[config.mk]
export PLATFORM = sky130hd
export DESIGN_NAME = cpfa_div
export DESIGN_NICKNAME = d
export VERILOG_FILES = /design/src/sv/cpfa_pkg.sv /design/src/sv/cpfa_div.sv
export SDC_FILE = /design/constraint.sdc
export NUM_CORES = 1
export LEC_CHECK = 0
export BUFFER_PORTS_ARGS = -buffer_cell sky130_fd_sc_hd__buf_4
export CAP_MARGIN = 40
export CORE_ASPECT_RATIO = 1.5
export CORE_MARGIN = 2
export CORE_UTILIZATION = 39
export DETAILED_ROUTE_END_ITERATION = 8
export PLACE_DENSITY = 0.76
export SETUP_SLACK_MARGIN = 0.02
export SYNTH_ARGS = -nofsm -noshare
export SYNTH_HDL_FRONTEND = slang
export SYNTH_SLANG_ARGS = --single-unit
[constraint.sdc]
create_clock -name clk -period 1.18 [get_ports clk]
set_clock_uncertainty 0.2 [all_clocks]
set_input_delay 0.295 -clock clk [delete_from_list [all_inputs] [get_ports clk]]
set_output_delay 0.295 -clock clk [all_outputs]
set_load 0.02 [all_outputs]
[src/sv/cpfa_pkg.sv]
// shared constants for the contiguous page-frame allocator
// field widths, operation codes and configuration register indexes
`default_nettype none

package cpfa_pkg;

    localparam int ADDR_W    = 32;
    localparam int COUNT_W   = 11;
    localparam int ENTRY_W   = 11;
    localparam int CFG_IDX_W = 1;

    localparam logic OP_ALLOC = 1'b0;
    localparam logic OP_FREE  = 1'b1;

    localparam logic [CFG_IDX_W-1:0] REG_FIRST_FRAME_BASE = 1'd0;
    localparam logic [CFG_IDX_W-1:0] REG_FRAMES_IN_USE    = 1'd1;

    localparam logic [COUNT_W-1:0] FRAMES_IN_USE_RESET = 11'd1024;

endpackage

`default_nettype wire

[src/sv/cpfa_div.sv]
// divider by a power-of-two constant: the quotient is a registered right shift
// depends on cpfa_pkg for the address width
`default_nettype none

module cpfa_div
    import cpfa_pkg::*;
#(
    parameter int DIVISOR = 4096
) (
    input  wire logic              clk,
    input  wire logic              rst_n,
    input  wire logic              start,
    input  wire logic [ADDR_W-1:0] dividend,
    output      logic              done,
    output      logic [ADDR_W-1:0] quotient
);

    localparam int SHIFT = $clog2(DIVISOR);

    logic              done_reg, done_next;
    logic [ADDR_W-1:0] quot_reg, quot_next;

    // quotient ready the cycle after start
    assign done_next = start;
    assign quot_next = start ? (dividend >> SHIFT) : quot_reg;

    always_ff @(posedge clk or negedge rst_n)
    begin
        if (!rst_n)
        begin
            done_reg <= 1'b0;
            quot_reg <= '0;
        end
        else
        begin
            done_reg <= done_next;
            quot_reg <= quot_next;
        end
    end

    assign done     = done_reg;
    assign quotient = quot_reg;

endmodule

`default_nettype wire

==> results.toml, run 1 <==
[grt]
antenna_found_initial = 0
use_met1 = 0.156
overflow = 0
use_met2 = 0.204
top_usage_layer = "met2"
grt.total_usage = 0.126
grt_pass1_vias = 573
grt_max_degree = 22
use_met3 = 0.0282
grt_first_pass_wirelength_mm = 2.66

[worst_setup_path]
critPathCaptureType = "output pin"
critPathMaxStageDelay_ps = 420
criticalPathCategory = "reg2out"
crit_family = "flip-flops"
path_buf_inv = 1
cp-start-kind = "flop"
crit_chain = "buf_6"
crit_path_top_delay_cell = "dfrtp_1"
cp.arrival_ps = 850
worst_ep_required_time_ps = 680
worst-path-max-fanout = 2

[detailed_routing]
ant_nets = 0
wl_per_cell_um = 12.8
dr.first_iter.drc_count = 3
first_pass_iters = 3
drt-vias-per-instance = 4.28
drt-total-wl_mm = 1.77
remaining_drc_errors = 0
route.vias.total = 590

[run_status]
violations = "setup timing"
status = "finished with violations"

[pwr]
vdd_drop_max_v = 0.000631
combPwrFrac = 0.327
finalPower_w = 0.00174
power_switching_w = 0.000479
power_density_nw_per_um2 = 1200
p_int_w = 0.00126
p_sw_frac = 0.275
pwr-share-seq = 0.483
leakage_nw = 0.772
clkPwrFrac = 0.191

[sta]
max_freq_mhz = 745
hold_viol_final = 0
min_period_ps = 1340
setup_viol = 25
rsz0062_at_grt = "true"
post-route-period-util = 1.14
layout_setup_ws_ps = -162
drv_slew = 0

[layout]
drive_above_1_share = 0.696
antenna_cells = 0
nets = 151
n_fill_cell = 180
final_common_cell = "buf_4"
final_cell_area_um2 = 1450
syn_to_final_growth_pct = 54.3
largest_reg_flops = 20
layout_common_cells = "buf_4 (33), buf_6 (24), dfrtp_1 (21)"

[clocking]
cts_sinks = 21
htree_levels = 1
clk_latency_ps = 290
clk_pin_slew_ps = 110
cts_tree = "yes"
postCtsHoldBufs = 1
cts_buffer_depth = 2
cts_root_buf = "clkbuf_4"
cts_made_buffers = 3

[synthesis]
syn_area_per_cell_um2 = 16.8
postSynthCellCount = 56
synth_area_leaders = "dfrtp_1 (56%), mux2_4 (32%), buf_4 (9.6%)"
synth_seq_cells = 21
ys_seq_area_frac = 0.558
yosysUniqueCellTypes = 5
syn_area_um2 = 942
synth_largest_area_cell = "dfrtp_1"
synth_top_area_frac = 0.558
ys_warn_count = 0

[placement]
post-dp-hpwl_mm = 1.19
numPortBuffers = 43
place_area_um2 = 1220
routabilityCongestion = 0.616

[floorplanning]
pin_count = 68
die-area_um2 = 2830
initial_core_util = 0.417
coreArea_um2 = 2260
rows = 21
die_y_um = 64.2
die_x_um = 44.1

[job]
drv_cap = 0

[min_path]
hp-class = "in2reg"
## what timing repair did
action	in CTS	in global routing
resized for setup	21	3
endpoints found under the setup margin	21	21
hold endpoints to repair	21	4
buffers inserted	6	8
gates cloned	0	0
## through the flow
stage,TNS (ps),hold WS (ps),cells,utilization,setup slack [ps]
5_1_grt,-4290,-6.14,138,0.643,-209
4_1_cts,-3300,15.6,130,0.612,-167
6_report,-3190,20.1,138,0.643,-162
3_5_place_dp,-2300,-8.18,119,0.541,-121
2_1_floorplan,0,-201,67,-,123
3_3_place_gp,-2080,-13.8,119,0.541,-108
## cell type report
type,instances,area (um^2),area share
multi-input cells,32,345,0.238
repair buffers,58,528,0.363
flip-flops and latches,21,526,0.361
well taps,23,28.8,0.0198
clock buffers,4,26.3,0.0181
## path summary, 6_finish.rpt
| kind | from | endpoint | slack, ps | depth (start not counted) |
|---|---|---|---|---|
| min | dividend[28] | quotient[16] | 20 | 2 |
| min reg2reg | quotient[14] | quotient[14] | 350 | 1 |
| min in group asynchronous | rst_n | quotient[4] | 200 | 2 |
| max reg2reg | quotient[1] | quotient[1] | -40 | 3 |
| max | quotient[18] | quotient[18] | -160 | 1 |
| max in group asynchronous | rst_n | quotient[14] | 370 | 2 |
## Yosys cell counts (all sizes together)
cell type / count
conb: 1
mux2: 20
buf: 14
dfrtp: 21
## logic make-up (layout without fill, tap and decap cells)
| family | Yosys count | after routing | share of synthesized area |
|---|---|---|---|
| buf+inv | 14 | 62 | 0.120 |
| other cells | 1 | 12 | 0.00398 |
| flops | 21 | 21 | 0.558 |
| mux | 20 | 20 | 0.319 |
## power by group through the flow
stage          sequential [W]  combinational (W)  clock (W)
2_1_floorplan        0.000928           0.000197          0
3_3_place_gp         0.000839           0.000442          0
3_5_place_dp         0.000842           0.000447          0
4_1_cts              0.000841           0.000525   0.000340
5_1_grt              0.000848           0.000599   0.000389
6_report             0.000840           0.000569   0.000332
## per-layer routing
metal  wire (um)  vias to the layer above
met1         703                      282
met4          13                        0
met5           0                        -
li1            -                      279
met2         935                       27
met3         120                        2
Note: power is estimated with default switching activity, not from simulation.
==> inputs of run 2 (changes only) <==
--- a/config.mk
+++ b/config.mk
@@ -5,7 +5,7 @@
 export SDC_FILE = /design/constraint.sdc
 export NUM_CORES = 1
 export LEC_CHECK = 0
-export BUFFER_PORTS_ARGS = -buffer_cell sky130_fd_sc_hd__buf_4
+export BUFFER_PORTS_ARGS = -buffer_cell sky130_fd_sc_hd__buf_2
 export CAP_MARGIN = 40
 export CORE_ASPECT_RATIO = 1.5
 export CORE_MARGIN = 2
==> results.toml, run 2 (synthesized netlist as in run 1, its figures left out) <==
[floorplanning]
die_x_um = 44.1
coreArea_um2 = 2260
rows = 21
die_y_um = 64.2
die-area_um2 = 2830
initial_core_util = 0.417
pin_count = 68

[sta]
setup_tns_ps = -3290
drv_slew = 0
post-route-period-util = 1.15
layout_setup_ws_ps = -176
max_freq_mhz = 738
rsz0062_at_grt = "true"
min_period_ps = 1360
setup_viol = 25
hold_viol_final = 0

[worst_setup_path]
worst_ep_required_time_ps = 680
criticalPathCategory = "reg2out"
crit_chain = "buf_6"
crit_path_top_delay_cell = "dfrtp_1"
cp.arrival_ps = 860
critPathMaxStageDelay_ps = 420
crit_family = "flip-flops"
critPathCaptureType = "output pin"
worst-path-max-fanout = 2
cp-start-kind = "flop"
path_buf_inv = 1

[pwr]
p_int_w = 0.00128
clkPwrFrac = 0.185
power_density_nw_per_um2 = 1190
pwr-share-seq = 0.476
vdd_drop_max_v = 0.000730
combPwrFrac = 0.339
power_switching_w = 0.000493
p_sw_frac = 0.278
leakage_nw = 0.804

[placement]
routabilityCongestion = 0.616
post-place-ws_ps = -55.2
numPortBuffers = 43
post-dp-hpwl_mm = 1.22

[layout]
syn_to_final_growth_pct = 57.9
largest_reg_flops = 20
final_common_cell = "buf_6"
layout_common_cells = "buf_6 (23), buf_2 (22), dfrtp_1 (21)"
n_fill_cell = 178
antenna_cells = 0
nets = 160
drive_above_1_share = 0.718

[detailed_routing]
first_pass_iters = 3
ant_nets = 0
wl_per_cell_um = 13.7
route.vias.total = 641
remaining_drc_errors = 0
drt-total-wl_mm = 2.01
drt-vias-per-instance = 4.36
dr.first_iter.drc_count = 4

[grt]
antenna_found_initial = 0
grt_max_degree = 22
grt_pass1_vias = 643
grt.total_usage = 0.139
grt_first_pass_wirelength_mm = 2.84
overflow = 0

[clocking]
clk_latency_ps = 290
cts_root_buf = "clkbuf_4"
cts_buffer_depth = 2
clk_pin_slew_ps = 110
cts_made_buffers = 3
htree_levels = 1
postCtsHoldBufs = 1
cts_tree = "yes"
cts_sinks = 21

[run_status]
status = "finished with violations"
violations = "setup timing"

[job]
drv_cap = 0

[min_path]
hp-class = "in2reg"
run 2: cell types whose count changed in the layout (fill, tap and decap cells not counted), sizes merged:
cell / before / now
buf: 57 / 66
run 2: worst paths after layout:
path / startpoint / end / slack (ps) / cells past startpoint
max: quotient[17] / quotient[17] / -180 / 1
min: dividend[23] / quotient[11] / 20 / 2
max reg2reg: quotient[15] / quotient[15] / -50 / 3
min reg2reg: quotient[12] / quotient[12] / 350 / 1
max in group asynchronous: rst_n / quotient[13] / 180 / 2
min in group asynchronous: rst_n / quotient[15] / 280 / 2
run 2: final cells by class:
| type | instances | area, um^2 | area share |
|---|---|---|---|
| flip-flops and latches | 21 | 526 | 0.353 |
| repair buffers | 67 | 562 | 0.378 |
| clock buffers | 4 | 26.3 | 0.0177 |
| well taps | 23 | 28.8 | 0.0193 |
| multi-input cells | 32 | 345 | 0.232 |
run 2: what timing repair did:
action / in CTS / in global routing
endpoints found under the setup margin: 21 / 21
gates cloned: 0 / 0
buffers inserted: 10 / 11
resized for setup: 40 / 4
hold endpoints to repair: 21 / 7
run 2: layer usage:
metal,vias to the layer above,routed length (um),global-route usage
met3,2,120,0.0254
met1,312,695,0.164
li1,300,-,-
met4,0,17,0.0682
met2,27,1170,0.233
met5,-,0,0
run 2: power by group through the flow:
stage | Sequential [W] | Clock (W) | Combinational (W)
floorplan | 0.000928 | 0 | 0.000197
global placement | 0.000834 | 0 | 0.000396
detailed placement | 0.000839 | 0 | 0.000402
CTS | 0.000841 | 0.000349 | 0.000534
global route | 0.000851 | 0.000401 | 0.000632
finish | 0.000844 | 0.000328 | 0.000600
run 2: stage by stage:
step	area [um^2]	cells	total power, W	utilization	hold slack, ps
3_5_place_dp	1150	121	0.00124	0.511	78.3
4_1_cts	1390	136	0.00172	0.616	13.1
6_report	1490	147	0.00177	0.658	24.9
2_1_floorplan	983	67	0.00112	-	-201
3_3_place_gp	1150	121	0.00123	0.511	62.3
5_1_grt	1490	147	0.00188	0.658	-7.82
